`src/assert_macros.svh`:
```
// ----------------------------------------------------------------------------
// assert_macros.svh
// Concurrent assertion helpers, compiled out when SYNTHESIS is defined.
// ----------------------------------------------------------------------------
`ifndef ASSERT_MACROS_SVH
`define ASSERT_MACROS_SVH
`ifndef SYNTHESIS
`define ASSERT_PROP(lbl, clk, rst_n, prop) \
	lbl: assert property (@(posedge clk) disable iff (!rst_n) prop) \
		else $error("assertion failed");
`define ASSERT_NEVER(lbl, clk, rst_n, expr) \
	lbl: assert property (@(posedge clk) disable iff (!rst_n) !(expr)) \
		else $error("forbidden condition seen");
`else
`define ASSERT_PROP(lbl, clk, rst_n, prop)
`define ASSERT_NEVER(lbl, clk, rst_n, expr)
`endif
`endif

```
`src/tmf_pkg.sv`:
```
// ----------------------------------------------------------------------------
// tmf_pkg
// Shared constants and types of the trimmed-mean filter.
// ----------------------------------------------------------------------------
package tmf_pkg;
	localparam int CHANNELS    = 4;
	localparam int WINDOW      = 10;
	localparam int SAMPLE_BITS = 12;
	localparam int TRIM_COUNT  = 2;

	localparam int CH_W    = 2;
	localparam int SMP_W   = 12;
	localparam int TDATA_W = 16;

	localparam int ENTRIES = CHANNELS * WINDOW;
	localparam int ADDR_W  = $clog2(ENTRIES);
	localparam int POS_W   = $clog2(WINDOW);
	localparam int SUM_W   = SAMPLE_BITS + $clog2(WINDOW);
	localparam int DIV_N   = WINDOW - TRIM_COUNT;

	typedef logic [ADDR_W-1:0]      addr_t;
	typedef logic [SAMPLE_BITS-1:0] smp_t;
	typedef logic [SUM_W-1:0]       sum_t;

	typedef struct packed {
		logic  en;
		addr_t addr;
		smp_t  data;
	} wr_req_t;

	typedef struct packed {
		logic  en;
		addr_t addr;
	} rd_req_t;
endpackage

```
`src/tmf_store.sv`:
```
// ----------------------------------------------------------------------------
// tmf_store
// Sample memory, one write and one registered read port; unwritten entries
// read as zero through per-entry valid bits.
// ----------------------------------------------------------------------------
module tmf_store (
	input  logic             clk,
	input  logic             arst_n,
	input  tmf_pkg::wr_req_t wr,
	input  tmf_pkg::rd_req_t rd,
	output tmf_pkg::smp_t    rd_data
);
	import tmf_pkg::*;

	smp_t               mem_q [ENTRIES];
	logic [ENTRIES-1:0] vld_q;
	smp_t               rd_raw_q;
	logic               rd_vld_q;

	always_ff @(posedge clk) begin
		if (wr.en) begin
			mem_q[wr.addr] <= wr.data;
		end
		if (rd.en) begin
			rd_raw_q <= mem_q[rd.addr];
		end
	end

	always_ff @(posedge clk or negedge arst_n) begin
		if (!arst_n) begin
			vld_q    <= '0;
			rd_vld_q <= 1'b0;
		end else begin
			if (wr.en) begin
				vld_q[wr.addr] <= 1'b1;
			end
			if (rd.en) begin
				rd_vld_q <= vld_q[rd.addr];
			end
		end
	end

	assign rd_data = rd_vld_q ? rd_raw_q : '0;
endmodule

```
`src/tmf_scan.sv`:
```
// ----------------------------------------------------------------------------
// tmf_scan
// Walks one channel's window, one read a cycle, and accumulates sum,
// maximum and minimum; gives sum less both extremes.
// ----------------------------------------------------------------------------
`include "assert_macros.svh"

module tmf_scan (
	input  logic             clk,
	input  logic             arst_n,
	input  logic             start,
	input  tmf_pkg::addr_t   base,
	output tmf_pkg::rd_req_t rd,
	input  tmf_pkg::smp_t    rd_data,
	output logic             done,
	output tmf_pkg::sum_t    trim
);
	import tmf_pkg::*;

	logic             busy_q;
	logic [POS_W-1:0] cnt_q;
	addr_t            base_q;
	logic             vld_s1;
	logic             first_s1;
	logic             last_s1;
	logic             done_q;
	smp_t             hi_q;
	smp_t             lo_q;
	sum_t             sum_q;

	always_ff @(posedge clk or negedge arst_n) begin
		if (!arst_n) begin
			busy_q   <= 1'b0;
			cnt_q    <= '0;
			vld_s1   <= 1'b0;
			first_s1 <= 1'b0;
			last_s1  <= 1'b0;
			done_q   <= 1'b0;
		end else begin
			if (start) begin
				busy_q <= 1'b1;
				cnt_q  <= '0;
			end else if (busy_q) begin
				cnt_q <= cnt_q + 1'b1;
				if (cnt_q == POS_W'(WINDOW - 1)) begin
					busy_q <= 1'b0;
				end
			end
			vld_s1   <= busy_q;
			first_s1 <= busy_q && (cnt_q == '0);
			last_s1  <= busy_q && (cnt_q == POS_W'(WINDOW - 1));
			done_q   <= vld_s1 && last_s1;
		end
	end

	always_ff @(posedge clk) begin
		if (start) begin
			base_q <= base;
		end
		if (vld_s1) begin
			if (first_s1) begin
				hi_q  <= rd_data;
				lo_q  <= rd_data;
				sum_q <= SUM_W'(rd_data);
			end else begin
				if (rd_data > hi_q) begin
					hi_q <= rd_data;
				end
				if (rd_data < lo_q) begin
					lo_q <= rd_data;
				end
				sum_q <= sum_q + SUM_W'(rd_data);
			end
		end
	end

	assign rd.en   = busy_q;
	assign rd.addr = base_q + ADDR_W'(cnt_q);
	assign done    = done_q;
	assign trim    = sum_q - SUM_W'(hi_q) - SUM_W'(lo_q);

	`ASSERT_NEVER(a_start_while_busy, clk, arst_n, start && (busy_q || vld_s1 || done_q))
	`ASSERT_PROP(a_done_after_last, clk, arst_n, done_q |-> $past(last_s1))
endmodule

```
`src/tmf_div.sv`:
```
// ----------------------------------------------------------------------------
// tmf_div
// Divide by the constant window-less-trim count: reciprocal multiply, then
// one remainder compare to correct the quotient.
// ----------------------------------------------------------------------------
`include "assert_macros.svh"

module tmf_div (
	input  logic          clk,
	input  logic          arst_n,
	input  logic          start,
	input  tmf_pkg::sum_t trim,
	output logic          done,
	output tmf_pkg::smp_t quot
);
	import tmf_pkg::*;

	localparam int              SHIFT   = SUM_W;
	localparam logic [SUM_W:0]  RECIP   = (SUM_W + 1)'((64'd1 << SHIFT) / DIV_N);
	localparam sum_t            DIVISOR = SUM_W'(DIV_N);

	logic             v_s1;
	logic             v_s2;
	logic             v_s3;
	sum_t             trim_s1;
	sum_t             trim_s2;
	sum_t             trim_s3;
	logic [2*SUM_W:0] prod_c;
	logic [2*SUM_W:0] prod_s2;
	sum_t             q0_s3;
	logic [2*SUM_W-1:0] back_c;
	sum_t             rem_c;
	sum_t             q_c;

	always_ff @(posedge clk or negedge arst_n) begin
		if (!arst_n) begin
			v_s1 <= 1'b0;
			v_s2 <= 1'b0;
			v_s3 <= 1'b0;
		end else begin
			v_s1 <= start;
			v_s2 <= v_s1;
			v_s3 <= v_s2;
		end
	end

	assign prod_c = trim_s1 * RECIP;

	always_ff @(posedge clk) begin
		trim_s1 <= trim;
		prod_s2 <= prod_c;
		trim_s2 <= trim_s1;
		q0_s3   <= prod_s2[SHIFT +: SUM_W];
		trim_s3 <= trim_s2;
	end

	// q0 is the true quotient or one below it
	assign back_c = q0_s3 * DIVISOR;
	assign rem_c  = trim_s3 - back_c[SUM_W-1:0];
	assign q_c    = (rem_c >= DIVISOR) ? q0_s3 + 1'b1 : q0_s3;
	assign quot   = q_c[SAMPLE_BITS-1:0];
	assign done   = v_s3;

	`ASSERT_NEVER(a_rem_range, clk, arst_n, v_s3 && ({1'b0, rem_c} >= {DIVISOR, 1'b0}))
endmodule

```
`src/multichannel_trimmed_mean_filter.sv`:
```
// A new sample is accepted only in the idle state, so no new sample is taken until
//   the last result is loaded into the output register; the window scan runs through
//   the single sample memory read port, one entry per cycle.
// An out-of-range channel returns zero through the hold state.
// Reset (arst_n low, asynchronous): memory reads as zero, position zero,
//   no output item pending.
// ----------------------------------------------------------------------------
// multichannel_trimmed_mean_filter
// Per-channel moving window, sum less max and min, divided by WINDOW-2.
// ----------------------------------------------------------------------------
`include "assert_macros.svh"

module multichannel_trimmed_mean_filter (
	input  logic                        clk,
	input  logic                        arst_n,
	input  logic [tmf_pkg::TDATA_W-1:0] s_tdata,  // [11:0] sample
	input  logic [tmf_pkg::CH_W-1:0]    s_tuser,  // [1:0] channel
	input  logic                        s_tvalid,
	output logic                        s_tready,
	output logic [tmf_pkg::TDATA_W-1:0] m_tdata,  // [11:0] filtered
	output logic [tmf_pkg::CH_W-1:0]    m_tuser,  // [1:0] out_channel
	output logic                        m_tvalid,
	input  logic                        m_tready
);
	import tmf_pkg::*;

	localparam logic [1:0] ST_IDLE = 2'd0;
	localparam logic [1:0] ST_BUSY = 2'd1;
	localparam logic [1:0] ST_HOLD = 2'd2;

	logic [1:0]      state_q;
	logic [POS_W-1:0] pos_q;
	logic [CH_W-1:0] ch_q;
	smp_t            res_q;
	logic            m_valid_q;
	logic [CH_W-1:0] m_chan_q;
	logic [SMP_W-1:0] m_filt_q;

	logic            acc;
	logic [CH_W-1:0] ch_in;
	logic            ch_ok;
	addr_t           base;
	wr_req_t         wr;
	rd_req_t         rd;
	smp_t            rd_data;
	logic            scan_done;
	sum_t            trim;
	logic            div_done;
	smp_t            quot;
	logic            out_free;
	logic            out_load;
	smp_t            out_val;

	assign acc      = s_tvalid && s_tready;
	assign ch_in    = s_tuser;
	assign ch_ok    = int'(ch_in) < CHANNELS;
	assign base     = ADDR_W'(int'(ch_in) * WINDOW);
	assign wr.en    = acc && ch_ok;
	assign wr.addr  = base + ADDR_W'(pos_q);
	assign wr.data  = SAMPLE_BITS'(s_tdata[SMP_W-1:0]);
	assign out_free = !m_valid_q || m_tready;
	assign out_load = out_free && (((state_q == ST_BUSY) && div_done) || (state_q == ST_HOLD));
	assign out_val  = (state_q == ST_HOLD) ? res_q : quot;

	tmf_store u_store (
		.clk     (clk),
		.arst_n  (arst_n),
		.wr      (wr),
		.rd      (rd),
		.rd_data (rd_data)
	);

	tmf_scan u_scan (
		.clk     (clk),
		.arst_n  (arst_n),
		.start   (wr.en),
		.base    (base),
		.rd      (rd),
		.rd_data (rd_data),
		.done    (scan_done),
		.trim    (trim)
	);

	tmf_div u_div (
		.clk    (clk),
		.arst_n (arst_n),
		.start  (scan_done),
		.trim   (trim),
		.done   (div_done),
		.quot   (quot)
	);

	always_ff @(posedge clk or negedge arst_n) begin
		if (!arst_n) begin
			state_q   <= ST_IDLE;
			pos_q     <= '0;
			m_valid_q <= 1'b0;
		end else begin
			if (out_load) begin
				m_valid_q <= 1'b1;
			end else if (m_tready) begin
				m_valid_q <= 1'b0;
			end
			if (wr.en && (ch_in == CH_W'(CHANNELS - 1))) begin
				pos_q <= (pos_q == POS_W'(WINDOW - 1)) ? '0 : pos_q + 1'b1;
			end
			case (state_q)
				ST_IDLE: begin
					if (acc) begin
						state_q <= ch_ok ? ST_BUSY : ST_HOLD;
					end
				end
				ST_BUSY: begin
					if (div_done) begin
						state_q <= out_free ? ST_IDLE : ST_HOLD;
					end
				end
				ST_HOLD: begin
					if (out_free) begin
						state_q <= ST_IDLE;
					end
				end
				default: state_q <= ST_IDLE;
			endcase
		end
	end

	always_ff @(posedge clk) begin
		if (acc) begin
			ch_q <= ch_in;
		end
		if (acc && !ch_ok) begin
			res_q <= '0;
		end else if ((state_q == ST_BUSY) && div_done && !out_free) begin
			res_q <= quot;
		end
		if (out_load) begin
			m_chan_q <= ch_q;
			m_filt_q <= SMP_W'(out_val);
		end
	end

	assign s_tready = (state_q == ST_IDLE);
	assign m_tvalid = m_valid_q;
	assign m_tuser  = m_chan_q;
	assign m_tdata  = TDATA_W'(m_filt_q);

	`ASSERT_PROP(a_pos_range, clk, arst_n, int'(pos_q) < WINDOW)
	`ASSERT_PROP(a_accept_blocks, clk, arst_n, acc |=> !s_tready)
	`ASSERT_PROP(a_done_in_busy, clk, arst_n, div_done |-> (state_q == ST_BUSY))
endmodule
```
`config.mk`:
```
export PLATFORM = sky130hd
export DESIGN_NAME = multichannel_trimmed_mean_filter
export DESIGN_NICKNAME = d
export VERILOG_FILES = /design/src/tmf_pkg.sv /design/src/tmf_store.sv /design/src/tmf_scan.sv /design/src/tmf_div.sv /design/src/multichannel_trimmed_mean_filter.sv
export VERILOG_INCLUDE_DIRS = /design/src /design/src/src
export SDC_FILE = /design/constraint.sdc
export NUM_CORES = 1
export LEC_CHECK = 0
export BUFFER_PORTS_ARGS = -buffer_cell sky130_fd_sc_hd__buf_2
export CORE_MARGIN = 5
export CORE_UTILIZATION = 40
export CTS_BUF_LIST = sky130_fd_sc_hd__clkbuf_8
export DETAILED_ROUTE_END_ITERATION = 16
export GPL_TIMING_DRIVEN = 0
export HOLD_SLACK_MARGIN = 0.12
export PLACE_DENSITY_LB_ADDON = 0.05
export SYNTH_ARGS = -nofsm -noshare
export SYNTH_HDL_FRONTEND = slang
export SYNTH_SLANG_ARGS = --single-unit
```
`constraint.sdc`:
```
create_clock -name clk -period 3.65 [get_ports clk]
set_input_delay 0 -clock clk [delete_from_list [all_inputs] [get_ports clk]]
set_output_delay 0 -clock clk [all_outputs]
set_load 0.01 [all_outputs]
```
* After elaboration in Yosys (flattened, before gate mapping)
Memory sizes are Yosys's and may differ from the RTL's. A register that Yosys moved wholly into a read port is not among the register bits. Index checks and enable logic that the tools add are counted.
Operators by class: bitwise gates (word level) 1, equal/unequal tests 8, reductions and logical operators 22, add/sub/neg operators 9, order comparisons 6, $mul 1, muxes and demuxes 27
Operators by type and width (number):
- 2-to-1 mux 12 bit | 8
- bitwise OR 40 bit | 1
- subtractor 16 x 12 -> 16 bit | 2
- adder 16 x 12 -> 16 bit | 1
- greater-or-equal comparator 16 x 4 -> 1 bit (second input constant) | 1
- subtractor 16 bit | 1
- < comparator 6 x 7 -> 1 bit (second input constant) | 2
- adder 12 x 1 -> 12 bit (second input constant) | 1
- adder 6 x 4 -> 6 bit | 2
- > comparator 12 bit | 1
- < comparator 12 bit | 1
- 2-to-1 mux 4 bit | 3
- logical AND 1 bit | 9
- 2-to-1 mux 1 bit | 9
- adder 4 x 1 -> 4 bit (second input constant) | 2
- equality test 4 bit (second input constant) | 2
- 2-to-1 mux 2 bit | 4
- nonzero test 2 bit | 4
- binary-select mux 1 bit (select 6 bit) | 1
- demux 1 bit (select 6 bit) | 1
- greater-or-equal comparator 6 x 1 -> 1 bit (second input constant) | 1
- case mux 2 bit (3 select lines) | 1
- multiplier 2 x 3 -> 5 bit (second input constant) | 1
- equality test 2 bit (second input constant) | 2
- 9 further kinds | 13
Storage, ports and cells: logic and storage cells 102, memories 1, bits in writable memories 480, bits in registers 194
Memory list:
- u_store.mem_q | depth 40, width 12, read ports 1, clocked after Yosys merged registers in 1, write ports 1, line tmf_store.sv:15 | smp_t mem_q [ENTRIES];

* Logic depth before layout (Yosys ltp)
word-level depth 7, gate-level depth with buffers 13, mapped depth without buffers 11

* Hierarchy
A second synthesis with hierarchy kept.
Unflattened totals: cell total of the unflattened synthesis 1460, area, all modules 27147.3 µm²
By module, submodules not included:
- tmf_store | area an instance 20663.6 µm², times used 1, cells each 935, seq. area each 15800.2 µm²
- tmf_scan | area an instance 4161.5 µm², times used 1, cells each 391, seq. area each 1606.5 µm²
- multichannel_trimmed_mean_filter | area an instance 1526.5 µm², times used 1, cells each 95, seq. area each 1016.0 µm²
- tmf_div | area an instance 795.8 µm², times used 1, cells each 39, seq. area each 795.8 µm²

* Worst setup path after synthesis
No wires, ideal clock.
path kind reg-to-reg, start point register u_store.rd_vld_q, end point register u_scan.sum_q[14], data pin, path slack 694 ps, arrival 2696 ps, buffers on the path 2, cell stages (with the launch flop) 14, library setup time 260 ps, cells stage by stage dfrtp_1 > buf_2 > clkbuf_1 > nand2_1 > inv_1 > ha_1 > ha_1 > a21o_1 > a221o_1 > a22o_1 > a31oi_2 > o21ai_1 > nand3_1 > mux2_2
Between the ends: longest elaborated chain between the ends 2
Ends and longest elaborated chain:
- from (decl) | line tmf_store.sv:18 | logic rd_vld_q;
- from (signal assigned) | line tmf_store.sv:38 | rd_vld_q <= vld_q[rd.addr];
- 2-to-1 mux 12 bit | line tmf_store.sv:43 | assign rd_data = rd_vld_q ? rd_raw_q : '0;
- via rd_data[0] | line multichannel_trimmed_mean_filter.sv:45 | smp_t rd_data;
- adder 16 x 12 -> 16 bit | line tmf_scan.sv:72 | sum_q <= sum_q + SUM_W'(rd_data);
- to (signal assigned) | line tmf_scan.sv:64 | sum_q <= SUM_W'(rd_data);
- to (signal assigned) | line tmf_scan.sv:72
- to (decl) | line tmf_scan.sv:29 | sum_t sum_q;
The timed path passes the listed nets, and every way through them passes these cells. A chain may end at the register's enable or synchronous reset.

==> impl_metrics.yaml <==
sta:
  period_needed_ps: 3577
  rsz0062_at_grt: "no"
  finClkSkew_ps: 25.64
  hold_viol_final: 0
  relSlewSlack_pct: 10.07
  hold-worst-slack_ps: 209.9
  finalSetupViolations: 0
  clock.fmax_ghz: 0.2796
  drv_slew: 0
  period_share_pct: 97.99
  tightest_slew_ps: 1344
worst_setup_path:
  worstPathRequired_ps: 4070
  critPathLaunchType: "flip-flop"
  end_kind: "flip-flop"
  worst-path-max-fanout: 10
  reg2reg_slack_ps: 70
  critPathKind: "reg2reg"
  arrival_ps: 4000
drt:
  routedWlPerCell_um: 25.45
  viasPerCell: 5.291
  firstDrtPassIters: 5
  num_vias: 13670
  route.detailed.drc: 0
  wirelength_um: 65730
  drt_iter0_markers: 967
  postRouteAntennaNets: 0
die:
  io_pins: 42
  fp-row-count: 94
  start_util_pct: 40.50
  dieArea_um2: 72070
  die_h_um: 268.5
  coreArea_um2: 65980
  die_w_um: 268.5
clocking:
  cts.path.max_buffers: 3
  cts.sinks: 655
  cts_tree: "done"
  clkLatencyLatePin_ps: 700
  clk_pin_slew_ps: 60
  cts_buffers: 110
  post-cts-setup-buffer-count: 0
  cts-root-buf: "clkbuf_8"
  htreeDepth: 3
logic_synthesis:
  synth_edf_count: 559
  syn_area_um2: 26720
  synth_seq_cells: 655
  avgSynthCellArea_um2: 18.50
  syn_inst: 1444
  ys.flop_type: "edfxtp_1"
  yosysWarnings: 0
  ys_seq_area_share_pct: 71.14
  synth_cell_type_count: 66
  async_flop_share_pct: 9.160
global_route:
  track_usage_pct: 18.34
  grt_antenna_before_repair: 4
  grt_max_degree: 61
  grt_pass1_vias: 13990
  grt_overflow: 0
  grt_pass1_wl_um: 95870
layout:
  syn2layout_area_growth_pct: 13.77
  utilization_pct: 46.07
  fin_area_um2: 30400
  layout_common_cells: "edfxtp_1, mux4_2, clkbuf_8"
  drive_gt1_share_pct: 26.72
  fin_nets: 1707
  instances_no_fill: 2583
  fillers: 5680
  final_common_cell: "edfxtp_1"
power_and_ir_drop:
  power_density_nw_per_um2: 799.9
  power_mw: 24.32
  ir_drop_uv: 289.0
  leakage_nw: 10.86
placed_design:
  place_inst: 2358
  place.gp.congestion: 0.8171
  port_buffers: 33
  post-dp-hpwl_um: 43090
  placed_cell_area_um2: 28200
status:
  run_status: "finished, final reports clean"
hold_path:
  hold_path_class: "in2reg"
job:
  max-cap-violations: 0
## critical path, stage by stage (launching register included)
cell,delay (ps)
edfxtp_1,500
ha_1,330
buf_2,260
buf_4,270
clkbuf_1,540
mux4_2,430
mux2i_1,430
a211o_1,370
o211ai_1,150
## worst paths after layout
check | startpoint | end | depth (start not counted)
max in group asynchronous | arst_n | u_store.vld_q[29] | 4
min reg2reg | u_div.prod_s2[19] | u_div.trim_s3[6] | 0
max | ch_q[0] | u_store.rd_raw_q[3] | 8
min in group asynchronous | arst_n | u_store.vld_q[37] | 4
min | m_tready | state_q[1] | 4
max reg2reg | ch_q[0] | u_store.rd_raw_q[3] | 8
## cells in the mapped netlist, types with 15 or more instances
cell type	count	area (µm²)
dfrtp_1	60	1501
buf_2	26	130.1
nor2b_1	19	118.9
or2_2	40	250.2
xnor2_1	22	192.7
edfxtp_1	559	16790
mux4_2	140	3153
a21o_1	18	135.1
a21oi_1	29	145.1
nor2_1	71	266.5
dfxtp_1	36	720.7
xor2_1	18	157.7
nand3_1	25	125.1
clkbuf_1	17	63.81
mux2i_1	26	260.3
inv_1	39	146.4
ha_1	46	575.6
o21ai_0	26	130.1
mux2_2	15	168.9
a211oi_1	18	135.1
nand2_1	45	168.9
## layer usage
metal / vias to the layer above / track usage (%) / wire (µm)
met5: - / 0 / 13
met4: 2 / 5.853 / 1583
met3: 88 / 3.550 / 3083
met2: 323 / 29.07 / 31140
met1: 7150 / 26.03 / 29900
li1: 6103 / - / -
## stage by stage
step           setup slack [ps]  TNS (ps)
2_1_floorplan             694.5         0
3_3_place_gp             -218.6     -2495
3_5_place_dp             -230.3     -2022
4_1_cts                   3.695         0
5_1_grt                   7.614         0
6_report                  73.43         0
## repair_timing
item | CTS | global route
hold buffers | 19 | 0
hold endpoints to repair | 573 | 0
endpoints found under the setup margin | 24 | 9
gates resized for setup | 9 | 7
## final cells by class
type                            count  area, µm²  share of cell area (%)
Inverter                           39      146.4                  0.4816
Sequential cell                   655      19010                   62.53
Timing Repair Buffer               67      544.3                   1.790
Clock buffer                      113       1555                   5.116
Tap cell                          864       1081                   3.556
Antenna cell                        5      12.51                 0.04116
Buffer                             66      432.9                   1.424
Clock inverter                     87      384.1                   1.264
Multi-Input combinational cell    687       7234                   23.80
## state kept, by name, indices dropped and copies added, names as in the netlist, 2 cells and up
register          count
u_store.rd_raw_q     12
state_q               2
res_q                12
u_scan.cnt_q          4
m_filt_q             12
u_div.trim_s1        12
u_scan.lo_q          12
m_tuser               2
u_store.mem_q       480
u_div.prod_s2        12
u_store.vld_q        40
u_scan.sum_q         15
u_div.trim_s3        12
pos_q                 4
u_scan.hi_q          12
## power by group
group | switching [mW] | internal (mW) | leakage [nW] | total [mW]
clock network | 2.88 | 2.92 | 1.14 | 5.80
logic | 5.20 | 3.92 | 3.56 | 9.12
registers | 0.401 | 8.99 | 6.16 | 9.39
total | 8.48 | 15.8 | 10.9 | 24.3
## cells by family after synthesis
kind of cell	synth area share (%)
multiplexers	13.80
adder cells (fa/ha/maj)	3.166
AO/OA/AOI/OAI	4.032
flip-flops	71.14
other	0.01403
AND/OR/NAND/NOR	4.444
buffers and inverters	2.093
XOR/XNOR	1.311
No activity file was read; power rests on OpenSTA's default activity.
